[src/fpdc_pkg.sv]
// Shared constants and types of the fractional-N PLL divider calculator.
package fpdc_pkg;

  localparam int unsigned RATE_W          = 32;
  localparam int unsigned INT_W           = 7;
  localparam int unsigned FRAC_OUT_W      = 22;
  localparam int unsigned PADDR_W         = 3;
  localparam int unsigned PDATA_W         = 32;

  localparam int unsigned ND_MAX_DEF      = 127;
  localparam int unsigned FRAC_BITS_DEF   = 22;
  localparam int unsigned FRACR_MAX_DEF   = 4194303;
  localparam int unsigned RATE_BITS_DEF   = 32;
  localparam int unsigned DQ_W_DEF        = RATE_W + FRAC_BITS_DEF + 1;

  localparam logic [RATE_W-1:0] REF_RATE_RESET = 32'd12_000_000;

  // Register index as taken from paddr[2].
  localparam logic REG_REF_RATE = 1'b0;

  // Control that travels alongside each item through the pipeline.
  typedef struct packed {
    logic valid;
    logic inval;
  } fpdc_ctl_t;

endpackage

[src/fpdc_finish.sv]
// Rounding, range checks, achieved rate and output register.
module fpdc_finish #(
  parameter int unsigned ND_MAX    = fpdc_pkg::ND_MAX_DEF,
  parameter int unsigned FRAC_BITS = fpdc_pkg::FRAC_BITS_DEF,
  parameter int unsigned FRACR_MAX = fpdc_pkg::FRACR_MAX_DEF,
  parameter int unsigned RATE_BITS = fpdc_pkg::RATE_BITS_DEF,
  parameter int unsigned DQ_W      = fpdc_pkg::RATE_W + FRAC_BITS + 1
) (
  input  logic                            clk_i,
  input  logic                            rst_ni,
  input  logic                            en_i,
  input  logic [fpdc_pkg::RATE_W-1:0]     ref_i,
  input  fpdc_pkg::fpdc_ctl_t             ctl_i,
  input  logic [DQ_W-1:0]                 dq_i,
  output logic                            valid_o,
  output logic                            status_o,
  output logic [fpdc_pkg::INT_W-1:0]      int_o,
  output logic [fpdc_pkg::FRAC_OUT_W-1:0] frac_o,
  output logic [fpdc_pkg::RATE_W-1:0]     rate_o
);
  import fpdc_pkg::*;

  localparam int unsigned FRAC_W = FRAC_BITS + 1;
  localparam int unsigned QN_W   = $clog2(ND_MAX + 2);
  localparam int unsigned PI_W   = RATE_W + QN_W;
  localparam int unsigned PF_W   = RATE_W + FRAC_W;
  localparam int unsigned PART_W = PF_W + 1 - FRAC_BITS;
  localparam int unsigned TOT_W  = ((PI_W > PART_W) ? PI_W : PART_W) + 1;
  localparam int unsigned ND_OW  = (QN_W > INT_W) ? QN_W : INT_W;
  localparam int unsigned FR_OW  = (FRAC_W > FRAC_OUT_W) ? FRAC_W : FRAC_OUT_W;
  localparam logic [PF_W:0] HALF = (PF_W + 1)'(1) << (FRAC_BITS - 1);
  localparam logic [63:0] LIM = (RATE_BITS < 32) ? ((64'd1 << RATE_BITS) - 64'd1)
                                                 : 64'h0000_0000_FFFF_FFFF;

  // Stage A: round the fraction and check ranges.
  logic [RATE_W-1:0] quot_a;
  logic [FRAC_W-1:0] f2_a;
  logic [FRAC_W:0]   fsum_a;
  logic [FRAC_W-1:0] frac_a;
  fpdc_ctl_t         ctl_a;
  fpdc_ctl_t         a_ctl_q;
  logic [QN_W-1:0]   a_quot_q;
  logic [FRAC_W-1:0] a_frac_q;

  always_comb begin
    quot_a = dq_i[DQ_W-1 -: RATE_W];
    f2_a   = dq_i[FRAC_W-1:0];
    // The extra quotient bit gives a round-to-nearest with half rounding up.
    fsum_a = {1'b0, f2_a} + (FRAC_W + 1)'(1);
    frac_a = fsum_a[FRAC_W:1];
    ctl_a.valid = ctl_i.valid;
    ctl_a.inval = ctl_i.inval || (quot_a == '0) ||
                  (quot_a > RATE_W'(ND_MAX + 1)) ||
                  (RATE_W'(frac_a) > RATE_W'(FRACR_MAX));
  end

  // Stage B: the two products.
  fpdc_ctl_t         b_ctl_q;
  logic [PI_W-1:0]   b_pi_q;
  logic [PF_W-1:0]   b_pf_q;
  logic [QN_W-1:0]   b_nd_q;
  logic [FRAC_W-1:0] b_frac_q;

  // Stage C: rounding of the fractional part, sum and saturation.
  logic [PF_W:0]      part_sum;
  logic [PART_W-1:0]  part;
  logic [TOT_W-1:0]   total;
  logic [ND_OW-1:0]   nd_ext;
  logic [FR_OW-1:0]   fr_ext;
  logic               valid_q;
  logic               status_q, status_d;
  logic [INT_W-1:0]   int_q, int_d;
  logic [FRAC_OUT_W-1:0] frac_q, frac_d;
  logic [RATE_W-1:0]  rate_q, rate_d;

  always_comb begin
    part_sum = (PF_W + 1)'(b_pf_q) + HALF;
    part     = part_sum[PF_W:FRAC_BITS];
    total    = TOT_W'(b_pi_q) + TOT_W'(part);
    nd_ext   = ND_OW'(b_nd_q);
    fr_ext   = FR_OW'(b_frac_q);
    status_d = b_ctl_q.inval;
    if (b_ctl_q.inval) begin
      int_d  = '0;
      frac_d = '0;
      rate_d = '0;
    end else begin
      int_d  = nd_ext[INT_W-1:0];
      frac_d = fr_ext[FRAC_OUT_W-1:0];
      rate_d = (64'(total) > LIM) ? LIM[RATE_W-1:0] : total[RATE_W-1:0];
    end
  end

  always_ff @(posedge clk_i or negedge rst_ni) begin
    if (!rst_ni) begin
      a_ctl_q <= '0;
      b_ctl_q <= '0;
      valid_q <= 1'b0;
    end else if (en_i) begin
      a_ctl_q <= ctl_a;
      b_ctl_q <= a_ctl_q;
      valid_q <= b_ctl_q.valid;
    end
  end

  always_ff @(posedge clk_i) begin
    if (en_i) begin
      a_quot_q <= quot_a[QN_W-1:0];
      a_frac_q <= frac_a;
      b_pi_q   <= PI_W'(ref_i) * PI_W'(a_quot_q);
      b_pf_q   <= PF_W'(ref_i) * PF_W'(a_frac_q);
      b_nd_q   <= a_quot_q - QN_W'(1);
      b_frac_q <= a_frac_q;
      status_q <= status_d;
      int_q    <= int_d;
      frac_q   <= frac_d;
      rate_q   <= rate_d;
    end
  end

  assign valid_o  = valid_q;
  assign status_o = status_q;
  assign int_o    = int_q;
  assign frac_o   = frac_q;
  assign rate_o   = rate_q;

endmodule

[config.mk]
export PLATFORM = sky130hd
export DESIGN_NAME = fpdc_finish
export DESIGN_NICKNAME = d
export VERILOG_FILES = /design/src/fpdc_pkg.sv /design/src/fpdc_finish.sv
export SDC_FILE = /design/constraint.sdc
export NUM_CORES = 2
export LEC_CHECK = 0
export BUFFER_PORTS_ARGS = -buffer_cell sky130_fd_sc_hd__buf_2
export CAP_MARGIN = 10
export CELL_PAD_IN_SITES_DETAIL_PLACEMENT = 1
export CELL_PAD_IN_SITES_GLOBAL_PLACEMENT = 2
export CORE_MARGIN = 2
export CORE_UTILIZATION = 40
export CTS_CLUSTER_DIAMETER = 100
export DETAILED_ROUTE_END_ITERATION = 7
export PLACE_DENSITY_LB_ADDON = 0.05
export SLEW_MARGIN = 0
export SYNTH_ARGS = -nofsm -noshare
export SYNTH_HDL_FRONTEND = slang
export SYNTH_SLANG_ARGS = --single-unit
[constraint.sdc]
create_clock -name clk_i -period 14.5 [get_ports clk_i]
set_input_delay 2.175 -clock clk_i [delete_from_list [all_inputs] [get_ports clk_i]]
set_output_delay 2.175 -clock clk_i [all_outputs]
set_load 0.005 [all_outputs]
==> results.cfg <==
[outcome]
outcome = finished, final reports clean

[routing]
wire_per_inst_um = 20.05
dr.pass1.iters = 5
wl_um = 110100
post_drt_via_cell_ratio = 5.041
via_count = 27671
drt_iter0_markers = 1144
ant_nets = 0
drc_errors = 0

[final_layout]
drive_gt1_share_pct = 7.099
nNetsFinal = 5351
syn2layout_area_growth_pct = 7.515

[clock_tree]
clock_sinks = 201
clk_latency_ns = 0.60
cts-resized-gates = 0
cts_made_buffers = 28
cts_setup_buffers = 0
cts.htree.levels = 1
cts_tree = built
root_buffer = clkbuf_16
cts_hold_buf = 0
clock_path_buffers = 3
clk_pin_slew_ns = 0.05

[min_path]
min_path_type = reg2reg

[setup_path]
crit_top_cell = fa_1
path_max_fanout = 31
start_kind = input port
worst_ep_required_time_ns = 14.84
slowest_stage = a211oi_1
crit_family = adder cells
arrival_ns = 9.46
crit_buf_inv = 5
cp-end-kind = flop
crit_type = in2reg
slowest_delay_ns = 0.72
path_cells = buf_2 > and2_1 > fa_1 > fa_1 > inv_1 > fa_1 > inv_1 > fa_1 > ha_1 > fa_1 > inv_1 > fa_1 > inv_1 > ha_1 > nand4_1 > a211oi_1 > a211oi_1 > o211ai_1 > a31oi_1 > o21a_1 > o31a_1 > o21ai_1 > a21oi_1 > xnor2_1

[sta]
maxSlewHeadroom_pct = 36.67
finalCritPeriodShare_pct = 62.90
rsz0062_at_grt = no
timing.final.ws_setup_ns = 5.380
period_minus_slack_ns = 9.120
setup_viol = 0
hold_viol_final = 0
hold_slack_ns = 0.4486
setup_tns_ns = 0
max_freq_ghz = 0.1096
slew_viol_final = 0
worst_pin_slew_ns = 0.9500
finClkSkew_ns = 0.01411

[placement]
dp_hpwl_um = 87120
place_ws_ns = 4.608
gp_congestion = 0.7893
portBuffers = 154

[logic_synthesis]
async_reset_ff_share_pct = 2.488
ys_types = 72
synth-seq-cells = 201
yosys.cell_count.top_type = inv_1
syn_nets = 5330
synthFlopType = edfxtp_1
yosysTopAreaCellShare_pct = 40.63
ys_warn_count = 0
synth_enable_flop_cells = 196
synth.area.top_cells = fa_1, edfxtp_1, ha_1
synth_top_cell_by_area = fa_1
syn-cell-area_um2 = 39760
synth-seq-area-share_pct = 15.12
syn_avg_cell_area_um2 = 9.567
synth_commonest_cells = inv_1, fa_1, nand2_1
synth_cells = 4156

[floorplan]
die_h_um = 319.3
die-area_um2 = 101900
ios = 155
num_rows = 115
die_w_um = 319.3
initial_core_util_pct = 40.40
coreArea_um2 = 98420

[global_routing]
grt_pass1_vias = 31624
grt_first_pass_wirelength_um = 179600
antenna_found_initial = 8
grt_max_degree = 90
grt_remaining_overflow = 0
grt_usage_pct = 22.40

[flow_run]
max_cap_viol_count = 0
-- kinds of logic (layout without fill, tap and decap cells) --
family | Yosys count | count (layout) | synth area share [%]
and+or+nand+nor | 1342 | 1342 | 16.40
adders and majority gates | 1082 | 1082 | 49.29
buffers and inverters | 1030 | 1072 | 9.787
AOI/OAI and AO/OA | 337 | 337 | 5.771
DFF | 201 | 201 | 15.12
xor gates and xnor gates | 159 | 159 | 3.502
muxes | 5 | 5 | 0.1416
other | 0 | 4 | 0
-- metrics by stage --
stage	cells	instance area, µm²	util [%]
after floorplan	4156	39760	-
after global placement	5434	41700	42.36
after global routing	5485	42740	43.42
final	5489	42750	43.44
after CTS	5485	42740	43.42
after detailed placement	5434	41700	42.36
-- final timing paths --
path | startpoint | endpoint | slack, ns | cells after the start
setup / recovery | ref_i[7] | b_pf_q[52]$_DFFE_PP_ | 5.38 | 24
hold / removal | a_frac_q[18]$_DFFE_PP_ | b_frac_q[18]$_DFFE_PP_ | 0.45 | 0
setup reg to reg | a_frac_q[21]$_DFFE_PP_ | b_pf_q[52]$_DFFE_PP_ | 6.79 | 22
hold reg to reg | a_frac_q[18]$_DFFE_PP_ | b_frac_q[18]$_DFFE_PP_ | 0.45 | 0
max in group asynchronous | rst_ni | status_d$_DFFE_PN0P_ | 12.98 | 1
min in group asynchronous | rst_ni | status_d$_DFFE_PN0P_ | 1.38 | 1
-- layout make-up --
cell class	count	area [µm²]
diodes	4	10.01
clock inverters	20	321.6
fillers	11154	55670
flip-flops and latches	201	6015
inverters	820	3078
repair buffers	201	1134
well taps	1287	1610
clock buffers	31	721.9
multi-input cells	2925	29860
-- flip-flops by register name, indices dropped and copies added, names as in the netlist, 8 cells and up --
signal	cells
b_pf_q	34
a_quot_q	8
rate_o	32
a_frac_q	23
b_pi_q	40
b_frac_q	22
frac_o	22
-- cells in the final DEF, fill, tap and decap left out, types with 23 or more instances in the layout --
cell | netlist | layout
inv_1 | 820 | 820
fa_1 | 807 | 807
nand2_1 | 657 | 657
and2_1 | 429 | 429
ha_1 | 275 | 275
edfxtp_1 | 196 | 196
buf_2 | 2 | 153
xnor2_1 | 105 | 105
a21oi_1 | 104 | 104
nor2_1 | 76 | 76
xor2_1 | 54 | 54
nand3_1 | 49 | 49
buf_4 | 0 | 47
a21o_1 | 42 | 42
nor2b_1 | 40 | 40
o21ai_0 | 34 | 34
a21oi_2 | 32 | 32
clkbuf_16 | 0 | 28
nand4_1 | 23 | 23
-- routing by layer --
layer  wire length [µm]  vias to the layer above  GRT usage, %  share of wire (%)
li1                   -                    12630             -                  -
met1              52230                    14593         31.47                 47
met2              52750                      348         37.91                 48
met3               3173                       98         2.165                2.9
met4               1902                        2         4.109                1.7
met5                  8                        -             0             0.0073
Power is not shown: default switching activity piles up to over one toggle a cycle in this logic, so the estimate is an artifact.
