--- config.mk ---
export PLATFORM = sky130hd
export DESIGN_NAME = fpdc_div_cell
export DESIGN_NICKNAME = d
export VERILOG_FILES = /design/src/fpdc_pkg.sv /design/src/fpdc_div_cell.sv
export SDC_FILE = /design/constraint.sdc
export NUM_CORES = 1
export LEC_CHECK = 0
export BUFFER_PORTS_ARGS = -buffer_cell sky130_fd_sc_hd__clkbuf_2
export CAP_MARGIN = 15
export CELL_PAD_IN_SITES_DETAIL_PLACEMENT = 1
export CELL_PAD_IN_SITES_GLOBAL_PLACEMENT = 1
export CORE_MARGIN = 2
export CORE_UTILIZATION = 30
export CTS_BUF_LIST = sky130_fd_sc_hd__clkbuf_16
export DETAILED_ROUTE_END_ITERATION = 10
export GPL_TIMING_DRIVEN = 1
export PLACE_DENSITY_LB_ADDON = 0.1
export SLEW_MARGIN = 10
export SYNTH_ARGS = -nofsm -noshare
export SYNTH_HDL_FRONTEND = slang
export SYNTH_SLANG_ARGS = --single-unit
--- constraint.sdc ---
create_clock -name clk_i -period 0.8 [get_ports clk_i]
set_input_delay 0.08 -clock clk_i [delete_from_list [all_inputs] [get_ports clk_i]]
set_output_delay 0.08 -clock clk_i [all_outputs]
set_load 0.05 [all_outputs]
--- src/fpdc_pkg.sv ---
// Shared constants and types of the fractional-N PLL divider calculator.
package fpdc_pkg;

  localparam int unsigned RATE_W          = 32;
  localparam int unsigned INT_W           = 7;
  localparam int unsigned FRAC_OUT_W      = 22;
  localparam int unsigned PADDR_W         = 3;
  localparam int unsigned PDATA_W         = 32;

  localparam int unsigned ND_MAX_DEF      = 127;
  localparam int unsigned FRAC_BITS_DEF   = 22;
  localparam int unsigned FRACR_MAX_DEF   = 4194303;
  localparam int unsigned RATE_BITS_DEF   = 32;
  localparam int unsigned DQ_W_DEF        = RATE_W + FRAC_BITS_DEF + 1;

  localparam logic [RATE_W-1:0] REF_RATE_RESET = 32'd12_000_000;

  // Register index as taken from paddr[2].
  localparam logic REG_REF_RATE = 1'b0;

  // Control that travels alongside each item through the pipeline.
  typedef struct packed {
    logic valid;
    logic inval;
  } fpdc_ctl_t;

endpackage

--- src/fpdc_div_cell.sv ---
// One restoring division cell: develops one quotient bit per item.
module fpdc_div_cell #(
  parameter int unsigned DQ_W = fpdc_pkg::DQ_W_DEF
) (
  input  logic                          clk_i,
  input  logic                          rst_ni,
  input  logic                          en_i,
  input  logic [fpdc_pkg::RATE_W-1:0]   ref_i,
  input  fpdc_pkg::fpdc_ctl_t           ctl_i,
  input  logic [fpdc_pkg::RATE_W-1:0]   rem_i,
  input  logic [DQ_W-1:0]               dq_i,
  output fpdc_pkg::fpdc_ctl_t           ctl_o,
  output logic [fpdc_pkg::RATE_W-1:0]   rem_o,
  output logic [DQ_W-1:0]               dq_o
);
  import fpdc_pkg::*;

  logic [RATE_W:0]   trial;
  logic [RATE_W:0]   diff;
  logic              ge;
  fpdc_ctl_t         ctl_q;
  logic [RATE_W-1:0] rem_q, rem_d;
  logic [DQ_W-1:0]   dq_q, dq_d;

  // The dividend bit leaves the top of the word and the quotient bit enters at the bottom.
  always_comb begin
    trial = {rem_i, dq_i[DQ_W-1]};
    diff  = trial - {1'b0, ref_i};
    ge    = (trial >= {1'b0, ref_i});
    rem_d = ge ? diff[RATE_W-1:0] : trial[RATE_W-1:0];
    dq_d  = {dq_i[DQ_W-2:0], ge};
  end

  always_ff @(posedge clk_i or negedge rst_ni) begin
    if (!rst_ni) begin
      ctl_q <= '0;
    end else if (en_i) begin
      ctl_q <= ctl_i;
    end
  end

  always_ff @(posedge clk_i) begin
    if (en_i) begin
      rem_q <= rem_d;
      dq_q  <= dq_d;
    end
  end

  assign ctl_o = ctl_q;
  assign rem_o = rem_q;
  assign dq_o  = dq_q;

endmodule

==> metrics.md, run 1 <==
| Metric | Value |
|---|---|
| Crit end category | `flip-flop` |
| Vias | `4869` |
| CP Class | `primary input to flip-flop` |
| Nets | `slightly below 1000` |
| Worst path arrival time | `between 2 and 3 ns` |
| Period utilisation layout | `302%` |
| Placed cell area | `0.00712 mm^2` |
| Simple-Gate Fraction of Synth Area | `9.51%` |
| Post-DP HPWL | `13100 um` |
| CP Max Fanout | `10` |
| Initial core utilization | `between 30 and 40%` |
| DR DRC count | `0` |
| Synth cell types | `slightly below 50` |
| Synth top area share | `approximately 53%` |
| WL/cell | `around 19 um` |
| Max-slew violation count | `0` |
| Main synth FF type | `edfxtp_1` |
| CTS Buffer Depth | `2` |
| FF-to-FF End | `ctl_o[0]` |
| Reg2reg setup slack | `-0.02 ns` |
| Largest net degree at the start of global routing | `40` |
| Slowest CP cell | `or4_4` |
| Synth warn | `0` |
| CTS clk-pin slew, worst paths | `0.08 ns` |
| Power Density | `1960 mW/mm^2` |
| Non-filler cells, final | `1035` |
| Mapped cell area | `0.00489 mm^2` |
| Gr usage total | `22.7%` |
| LEAKAGE | `4.10 nW` |
| Layout cells sized above 1 | `47.4%` |
| Pwr Total | `17.7 mW` |
| Sequential fraction of the synthesis area | `54.4%` |
| Commonest cells in the netlist | `87 x edfxtp_1, 56 x a21oi_1, 38 x inv_1` |
| Outcome | `finished with violations` |
| Fin. Hold Viols | `0` |
| Failing checks | `setup timing` |
| Root Buffer | `clkbuf_16` |
| Min Tclk post-route | `around 2.4 ns` |
| Congestion Overflow GR | `0` |
| Io pins | `roughly 210` |
| Mapped Cells | `between 400 and 500` |
| Synthesized Nets | `593` |
| Worst hold slack | `0.0515 ns` |
| Post-Route WL | `between 15000 and 20000 um` |
| Synth top area cells | `edfxtp_1 53%, ha_1 8.2%, a21oi_1 5.7%` |
| Min-Delay Path Depth | `2` |
| Area growth, synth to finish | `84.5%` |
| Tightest Pin Transition | `0.521 ns` |
| Port bufs | `212` |
| Row count | `46` |
| Leading area contributor after synthesis | `edfxtp_1` |
| Final WS setup | `-1.62 ns` |
| Max Clk Rate | `around 410 MHz` |
| Drt pass-1 iters | `4` |
| EDFF count, synth | `87` |
| Worst skew pair latency | `around 0.34 ns` |
| Reg2Reg Launch Point | `ctl_o[0]` |
| Die Y | `132 um` |
| Antenna violations before repair | `1` |
| First-pass GRT wire length | `30800 um` |
| WHS Endpoint | `rem_o[10]` |
| Synth Area in XOR/XNOR | `4.83%` |
| RSZ-0062 raised after global routing | `yes` |
| Worst Skew | `0 ns` |
| Core Util, Final | `56.6%` |
| Die W | `132 um` |
| Placed cells | `956` |
| Full die area | `0.0174 mm^2` |
| Post-synth ARST share | `~2.2%` |
| Most frequent cell after synthesis | `edfxtp_1` |
| Final setup fails | `124` |
| Num CTS Buffers | `9` |
| Syn Area/Cell | `11.2 um^2` |
| Finished Cell Area | `0.00903 mm^2` |
| Worst EP required | `0.90 ns` |
| Startpoint Class | `primary input` |
| CTS tree | `yes` |
| DRT iter0 DRCs | `227` |
| Adder-cell area share of the yosys netlist | `8.59%` |
| Worst Hold Class | `primary input to flip-flop` |
| Vias in the first global route | `5422` |
| Antenna-violating nets left | `0` |
| VDD IR-drop max | `1.05 mV` |
| Vias per cell | `roughly 4.7` |
| Sum Neg Setup Slack | `-69.28 ns` |
| Clock sinks | `89` |
| Max Cap Viol | `0` |
| Compound-Gate Fraction of Synth Area | `between 10 and 15%` |
| Layout fillers | `roughly 1700` |
| Global placement routability congestion | `0.849` |
| Post-synthesis mux area share | `roughly 3%` |
| CP peak stage delay | `approximately 0.57 ns` |
| Largest family of logic cells by synthesized area | `compound AO/OA/AOI/OAI gates` |
| H-tree depth | `3` |
| Cells along the critical path | `clkbuf_2 > inv_2 > ha_4 > nand4_1 > or4_4 > a21oi_4 > nor3_2 > a211oi_2 > o21ai_2 > o31ai_4 > buf_6 > mux2_4` |
| Rel. slew slack | `~65%` |
| Path depth of the worst reg2reg path | `1` |
| Hold_sp | `rem_i[9]` |
| Core area | `between 0.015 and 0.02 mm^2` |
| #FFs+latches synth | `89` |
| Setup WS pre-CTS | `-2.22 ns` |
[cells in the final DEF, fill, tap and decap left out, drive strengths merged, types with 8 or more instances in the layout]
| cell type | netlist | final |
|---|---|---|
| nor2 | 35 | 35 |
| dlygate4sd3 | 0 | 57 |
| edfxtp | 87 | 87 |
| ha | 32 | 32 |
| a21o | 12 | 12 |
| nand2 | 26 | 26 |
| nand4 | 8 | 8 |
| o21ai | 18 | 18 |
| xnor2 | 15 | 15 |
| inv | 38 | 41 |
| a21oi | 56 | 56 |
| xor2 | 12 | 12 |
| clkbuf | 7 | 175 |
| mux2 | 12 | 12 |
| nand3 | 8 | 8 |
| buf | 11 | 161 |
[sequential cells by signal, indices dropped and copies added, names as in the netlist]
name   cells
ctl_o      2
rem_o     32
dq_o      55
[layer usage]
metal  vias up  wire (um)  GRT usage (%)
li1       2352          -              -
met1      2344       8110           26.9
met2       156      10200           41.9
met3        17        930           4.46
met4         0        284           6.04
met5         -          0              0
[layout make-up]
| cell class | count | area [um^2] | area share [%] |
|---|---|---|---|
| clock buffers | 9 | 225 | 2.49 |
| diodes | 1 | 2.50 | 0.0277 |
| well taps | 216 | 270 | 2.99 |
| flip-flops and latches | 89 | 2670 | 29.5 |
| repair buffers | 384 | 3390 | 37.6 |
| inverters | 38 | 150 | 1.66 |
| clock inverters | 7 | 104 | 1.15 |
| multi-input cells | 291 | 2220 | 24.6 |
[logic make-up after synthesis]
logic type | count (synthesis)
mux | 13
xor+xnor | 27
compound gates | 119
fa+ha+maj | 33
flops | 89
buf+inv | 56
simple gates | 99
[worst max path at each step]
stage | startpoint | to | slack, ns | cells past startpoint
after detailed placement | dq_i[54] | rem_o[30] | -2.22 | 13
final | ref_i[5] | rem_o[30] | -1.62 | 12
after CTS | dq_i[54] | rem_o[30] | -1.65 | 13
after global placement | dq_i[54] | rem_o[30] | -2.13 | 13
after global routing | rem_i[4] | rem_o[8] | -1.76 | 11
after floorplan | ref_i[7] | rem_o[13] | -1.94 | 12
[timing repair]
| action | CTS | global route |
|---|---|---|
| endpoints found under the setup margin | 122 | 123 |
| buffers inserted | 4 | 1 |
| hold endpoints to repair | 58 | 0 |
| hold buffers | 57 | 0 |
| gates cloned | 0 | 0 |
| pin swaps | 6 | 4 |
| gates resized for setup | 200 | 51 |
[worst max-delay path: cells and delay by family]
| kind | cells | cell delay (ns) |
|---|---|---|
| muxes | 1 | 0.32 |
| AOI/OAI and AO/OA | 4 | 0.71 |
| adders and majority gates | 1 | 0.26 |
| buffers and inverters | 3 | 0.37 |
| and+or+nand+nor | 3 | 0.78 |
[where the power goes]
group | internal [mW] | leakage, nW | total [mW] | switching [mW]
clock network | 2.79 | 0.165 | 4.84 | 2.05
registers | 5.77 | 0.873 | 6.07 | 0.300
logic | 3.07 | 3.06 | 6.79 | 3.72
total | 11.6 | 4.10 | 17.7 | 6.07
(Power assumes the default switching activity.)
==> inputs of run 2 (changes only) <==
CORE_ASPECT_RATIO = 0.9   (was unset)
==> run 2 against run 1 <==
Compared with the run above:
- the flow still finishes with violations (setup timing)
- clock power is 11% lower
- clock skew stayed put
- fmax is 3.2% lower
- combinational power is 5.3% higher
- wire length is 0.22% lower
- die area hardly changed
- critical path type unchanged
- largest cell class unchanged
- highest routed layer unchanged
==> metrics.md, run 2 (synthesis gave the netlist of run 1 again) <==
| Metric | Value |
|---|---|
| Outcome | `finished with violations (unchanged)` |
| Failing checks | `setup timing (unchanged)` |
| Max Clk Rate | `401 MHz (was 414 MHz)` |
| Startpoint Class | `primary input (unchanged)` |
| Min Tclk post-route | `2.50 ns (was 2.42 ns)` |
| Antenna Cells | `0 (was 1)` |
| Most frequent cells in the layout | `113 x clkbuf_2, 103 x buf_4, 87 x edfxtp_1 (was 121 x clkbuf_2, 109 x buf_4, 87 x edfxtp_1)` |
| Die W | `139 um (was 132 um)` |
| CP bufs+invs | `4 (was 3)` |
| Clock sinks | `89 (unchanged)` |
| WL/cell | `18.9 um (about the same)` |
| Vias | `4890 (was 4869)` |
| CP peak stage delay | `0.54 ns (was 0.57 ns)` |
| Largest net degree at the start of global routing | `42 (was 40)` |
| Max Cap Viol | `0 (unchanged)` |
| Layout cells sized above 1 | `51.0% (was 47.4%)` |
| Critical Path Most Common Cell | `buf_6` |
| Worst path arrival time | `2.59 ns (was 2.52 ns)` |
| Worst EP required | `0.90 ns (about the same)` |
| Crit end category | `flip-flop (unchanged)` |
| CTS tree | `yes (unchanged)` |
| Final setup fails | `124 (unchanged)` |
| DRT iter0 DRCs | `184 (was 227)` |
| Core Util, Final | `57.8% (was 56.6%)` |
| Vias in the first global route | `5379 (was 5422)` |
| Period utilisation layout | `312% (was 302%)` |
| Initial core utilization | `30.4% (was 30.7%)` |
| Post-Route WL | `19500 um (about the same)` |
| Core area | `0.0161 mm^2 (was 0.0159 mm^2)` |
| Placed cell area | `0.00707 mm^2 (was 0.00712 mm^2)` |
| Finished Cell Area | `0.00929 mm^2 (was 0.00903 mm^2)` |
| Antenna-violating nets left | `0 (unchanged)` |
| Area growth, synth to finish | `89.8% (was 84.5%)` |
| Antenna violations before repair | `0 (was 1)` |
| Gr usage total | `21.8% (was 22.7%)` |
| VDD IR-drop max | `1.00 mV (was 1.05 mV)` |
| CP Class | `primary input to flip-flop (unchanged)` |
| CP delay by family, top | `simple AND/OR/NAND/NOR gates (unchanged)` |
| Worst Hold Class | `primary input to flip-flop (unchanged)` |
| Die Y | `125 um (was 132 um)` |
| RSZ-0062 raised after global routing | `yes (unchanged)` |
| Io pins | `213 (unchanged)` |
| LEAKAGE | `4.18 nW (was 4.10 nW)` |
| Hold_sp | `rem_i[17] (was rem_i[9])` |
| Post-DP HPWL | `13200 um (was 13100 um)` |
| Congestion Overflow GR | `0 (unchanged)` |
| Worst hold slack | `0.0512 ns (was 0.0515 ns)` |
| Setup WS pre-CTS | `-2.25 ns (was -2.22 ns)` |
| Largest register FFs | `55 (unchanged)` |
| Num CTS Buffers | `9 (unchanged)` |
| Reg2Reg Launch Point | `ctl_o[0] (unchanged)` |
| CP Max Fanout | `6 (was 10)` |
| DR DRC count | `0 (unchanged)` |
| Final WS setup | `-1.70 ns (was -1.62 ns)` |
| Power Density | `1880 mW/mm^2 (was 1960 mW/mm^2)` |
| Root Buffer | `clkbuf_16 (unchanged)` |
| Drt pass-1 iters | `5 (was 4)` |
| Nets | `975 (was 970)` |
| Max-slew violation count | `0 (unchanged)` |
| First-pass GRT wire length | `29700 um (was 30800 um)` |
| Slowest CP cell | `or4_4 (unchanged)` |
| CTS clk-pin slew, worst paths | `0.08 ns (about the same)` |
| Global placement routability congestion | `0.868 (was 0.849)` |
| Worst Skew | `0 ns (unchanged)` |
| Fin. Hold Viols | `0 (unchanged)` |
| Tightest Pin Transition | `0.402 ns (was 0.521 ns)` |
| Port bufs | `212 (unchanged)` |
| Row count | `44 (was 46)` |
| H-tree depth | `3 (unchanged)` |
| Full die area | `0.0174 mm^2 (about the same)` |
| Critical path origin | `ref_i[17] (was ref_i[5])` |
| Worst skew pair latency | `0.34 ns (about the same)` |
| Most common cell after layout, fill and taps aside | `clkbuf_2 (unchanged)` |
| CTS Buffer Depth | `2 (unchanged)` |
| Rel. slew slack | `73.0% (was 65.1%)` |
| Vias per cell | `4.75 (was 4.70)` |
| Cells along the critical path | `buf_6 > inv_2 > ha_4 > nand4_1 > or4_4 > a21oi_2 > nor3_2 > a211oi_2 > o21ai_2 > o31ai_4 > buf_6 > buf_12 > mux2_4 (was clkbuf_2 > inv_2 > ha_4 > nand4_1 > or4_4 > a21oi_4 > nor3_2 > a211oi_2 > o21ai_2 > o31ai_4 > buf_6 > mux2_4)` |
run 2: cell count changes in the layout (fill, tap and decap cells not counted), moves of 4 or more:
cell | before | now
clkbuf_2 | 121 | 113
a21oi_2 | 1 | 14
a21oi_1 | 53 | 40
nor2_2 | 0 | 8
buf_8 | 45 | 50
buf_6 | 4 | 16
buf_4 | 109 | 103
mux2_2 | 5 | 1
mux2_4 | 7 | 11
nor2_1 | 35 | 26
run 2: metrics by stage:
stage | power [mW] | instances | setup TNS [ns]
6_report | 17.5 | 1030 | -71.97
5_1_grt | 18.2 | 1030 | -78.29
4_1_cts | 17.1 | 1023 | -75.34
3_5_place_dp | 11.5 | 942 | -69.28
3_3_place_gp | 11.4 | 942 | -66.66
2_1_floorplan | 9.51 | 436 | -61.10
run 2: where the power goes:
| group | switching (mW) | leakage (nW) | internal, mW |
|---|---|---|---|
| sequential | 0.298 | 0.873 | 5.76 |
| clock | 2.12 | 0.136 | 2.18 |
| combinational | 3.85 | 3.17 | 3.30 |
| total | 6.27 | 4.18 | 11.2 |
run 2: worst register-to-register path, delay by kind of cell (launching register included):
family | cells | cell delay (ns)
muxes | 1 | 0.25
DFF | 1 | 0.44
buffers and inverters | 1 | 0.12
run 2: what timing repair did:
action / CTS / global route
setup buffers: 8 / 8
pin swaps: 12 / 23
endpoints found under the hold margin: 58 / 0
cloned: 1 / 0
setup endpoints to repair: 122 / 123
gates resized for setup: 216 / 102
hold buffers: 57 / 0
run 2: per-layer routing:
layer / vias to the layer above / share of wire [%] / global-route usage, %
met5: - / 0 / 0
met4: 0 / 1.4 / 6.18
met3: 19 / 3.9 / 3.68
met2: 144 / 52 / 39.9
met1: 2361 / 42 / 26.6
li1: 2366 / - / -
run 2: layout make-up:
type                            count  area, um^2
Fill cell                        1710        6780
Multi-Input combinational cell    291        2360
Timing Repair Buffer              389        3570
Clock inverter                      7        60.1
Inverter                           38         153
Sequential cell                    89        2670
Clock buffer                        9         225
Tap cell                          207         259
run 2: worst paths after layout:
check	end	slack [ns]	depth (start not counted)
min in group asynchronous	ctl_o[1]	0.08	2
setup / recovery	rem_o[7]	-1.70	13
hold reg to reg	ctl_o[1]	0.57	1
max in group asynchronous	ctl_o[0]	0.60	2
setup reg to reg	ctl_o[0]	-0.12	2
hold / removal	rem_o[18]	0.05	3
==> inputs of run 3 (changes only) <==
clock period = 3.2 ns   (was 0.8 ns; I/O delays follow)
==> run 3 against run 2 <==
Compared with the run above:
- the flow now finishes without violations
- count of clock-buffer cells in the layout unchanged
- via count down 13%
- worst setup slack better by 2.0 ns
- sequential power down 76%
- final area down 28%
- wire length down 22%
- clock power down 77%
- critical path type unchanged
- largest cell class is now registers
- largest power group is now registers
- highest routed layer unchanged
==> metrics.md, run 3 (synthesis gave the netlist of run 1 again) <==
| Metric | Value |
|---|---|
| Num CTS Buffers | `9 (unchanged)` |
| Worst EP required | `3.29 ns (was 0.90 ns)` |
| RSZ-0062 raised after global routing | `no (was yes)` |
| Root Buffer | `clkbuf_16 (unchanged)` |
| CP Class | `primary input to flip-flop (unchanged)` |
| Antenna Cells | `0 (unchanged)` |
| Setup WS pre-CTS | `-0.213 ns (was -2.25 ns)` |
| CTS tree | `yes (unchanged)` |
| Row count | `44 (unchanged)` |
| Antenna-violating nets left | `0 (unchanged)` |
| Worst hold slack | `0.145 ns (was 0.0512 ns)` |
| Min Tclk post-route | `just under 3 ns` |
| Layout fillers | `1872 (was 1710)` |
| Full die area | `0.0174 mm^2 (unchanged)` |
| H-tree depth | `3 (unchanged)` |
| Vias per cell | `4.77 (was 4.75)` |
| CP Max Fanout | `3 (was 6)` |
| Fin. Hold Viols | `0 (unchanged)` |
| LEAKAGE | `3.13 nW (was 4.18 nW)` |
| Total area of sequential cells | `0.00266 mm^2 (was 0.00267 mm^2)` |
| Period utilisation layout | `91.6%` |
| Largest register FFs | `55 (unchanged)` |
| Multi-input gate area | `0.00201 mm^2 (was 0.00236 mm^2)` |
| Worst Hold Class | `primary input to flip-flop (unchanged)` |
| Area growth, synth to finish | `37.2% (was 89.8%)` |
| Nets | `837 (was 975)` |
| Crit end category | `flip-flop (unchanged)` |
| Die Y | `125 um (unchanged)` |
| VDD IR-drop max | `0.236 mV (was 1.00 mV)` |
| Max-slew violation count | `0 (unchanged)` |
| Vias | `4254 (was 4890)` |
| Setup Buffers After CTS | `0 (was 8)` |
| DR DRC count | `0 (unchanged)` |
| Initial core utilization | `30.4% (unchanged)` |
| CTS Buffer Depth | `2 (unchanged)` |
| Max Clk Rate | `341 MHz` |
| Post-Route WL | `15100 um (was 19500 um)` |
| Port bufs | `212 (unchanged)` |
| Tightest Pin Transition | `0.704 ns (was 0.402 ns)` |
| Startpoint Class | `primary input (unchanged)` |
| Congestion Overflow GR | `0 (unchanged)` |
| Most frequent cells in the layout | `211 x clkbuf_2, 87 x edfxtp_1, 55 x a21oi_1 (was 113 x clkbuf_2, 103 x buf_4, 87 x edfxtp_1)` |
| Antenna violations before repair | `0 (unchanged)` |
| Rel. slew slack | `53.1% (was 73.0%)` |
| Drt pass-1 iters | `4 (was 5)` |
| First-pass GRT wire length | `23800 um (was 29700 um)` |
| Worst path arrival time | `3.02 ns (was 2.59 ns)` |
| Power Density | `550 mW/mm^2 (was 1880 mW/mm^2)` |
| Global placement routability congestion | `0.836 (was 0.868)` |
| Largest net degree at the start of global routing | `48 (was 42)` |
| Worst Skew | `0 ns (unchanged)` |
| Sum Neg Setup Slack | `0 ns (was -71.97 ns)` |
| Core Util, Final | `41.8% (was 57.8%)` |
| Io pins | `213 (unchanged)` |
| Max Cap Viol | `0 (unchanged)` |
| CTS clk-pin slew, worst paths | `0.07 ns (was 0.08 ns)` |
| Clock sinks | `89 (unchanged)` |
| Layout cells sized above 1 | `40.6% (was 51.0%)` |
| Gr usage total | `17.4% (was 21.8%)` |
| Die W | `139 um (unchanged)` |
| Core area | `0.0161 mm^2 (unchanged)` |
| Vias in the first global route | `4476 (was 5379)` |
| WL/cell | `17.0 um (was 18.9 um)` |
| Outcome | `complete, no violations (was finished with violations)` |
| Post-DP HPWL | `12200 um (was 13200 um)` |
| Worst skew pair latency | `0.34 ns (about the same)` |
| Final WS setup | `0.270 ns (was -1.70 ns)` |
| DRT iter0 DRCs | `120 (was 184)` |
| Most common cell after layout, fill and taps aside | `clkbuf_2 (unchanged)` |
| Final setup fails | `0 (was 124)` |
run 3: changes by cell type in the layout (fill, tap and decap cells not counted), moves of 9 or more:
cell | previous run | this run
ha_1 | 23 | 32
nor2_1 | 26 | 35
dlygate4sd3_1 | 57 | 1
a21oi_1 | 40 | 55
buf_6 | 16 | 0
buf_8 | 50 | 0
ha_4 | 9 | 0
a21oi_2 | 14 | 1
buf_4 | 103 | 38
clkbuf_2 | 113 | 211
clkbuf_8 | 45 | 0
mux2_4 | 11 | 0
run 3: layout make-up:
type	instances	share of cell area (%)
clock buffers	9	3.35
multi-input cells	291	29.9
inverters	38	2.12
repair buffers	251	20.4
well taps	207	3.86
flip-flops and latches	89	39.6
clock inverters	7	0.689
run 3: critical path, cell delays in order:
cell	delay, ns
clkbuf_2	0.09
inv_1	0.04
ha_1	0.23
fa_1	0.41
nand2b_1	0.18
a21oi_1	0.16
o21ai_0	0.15
o311a_1	0.34
a31oi_1	0.30
a21oi_2	0.16
o41ai_2	0.25
xor2_1	0.10
mux2_1	0.29
run 3: layer usage:
metal	up-vias	GRT usage (%)	wire length, um
met5	-	0	0
met4	0	4.58	211
met3	13	4.25	970
met2	149	29.4	7250
met1	2007	22.4	6690
li1	2085	-	-
run 3: path summary, 6_finish.rpt:
path / startpoint / end / slack, ns / depth (start not counted)
setup / recovery: dq_i[54] / rem_o[30] / 0.27 / 13
hold / removal: dq_i[16] / dq_o[17] / 0.14 / 1
setup reg to reg: ctl_o[0] / ctl_o[0] / 2.44 / 1
hold reg to reg: ctl_o[1] / ctl_o[1] / 0.52 / 1
max in group asynchronous: rst_ni / ctl_o[1] / 2.79 / 2
min in group asynchronous: rst_ni / ctl_o[0] / 0.31 / 2
run 3: timing repair:
| action | 4_1_cts | 5_1_grt |
|---|---|---|
| hold buffers | 1 | 0 |
| resized for setup | 0 | 3 |
| setup endpoints to repair | 0 | 2 |
| hold endpoints to repair | 2 | 0 |
run 3: where the power goes:
part	switching, mW	internal (mW)	total, mW
Clock	0.461	0.527	0.988
Sequential	0.0385	1.44	1.48
Combinational	0.846	0.384	1.23
Total	1.35	2.35	3.69
run 3: stage by stage:
stage                     cell area (um^2)  power, mW  std cells
after floorplan                       4890       2.34        436
after global placement                6420       2.72        875
after detailed placement              6420       2.73        875
after CTS                             6710       3.75        892
after global routing                  6720       3.89        892
final                                 6720       3.69        892
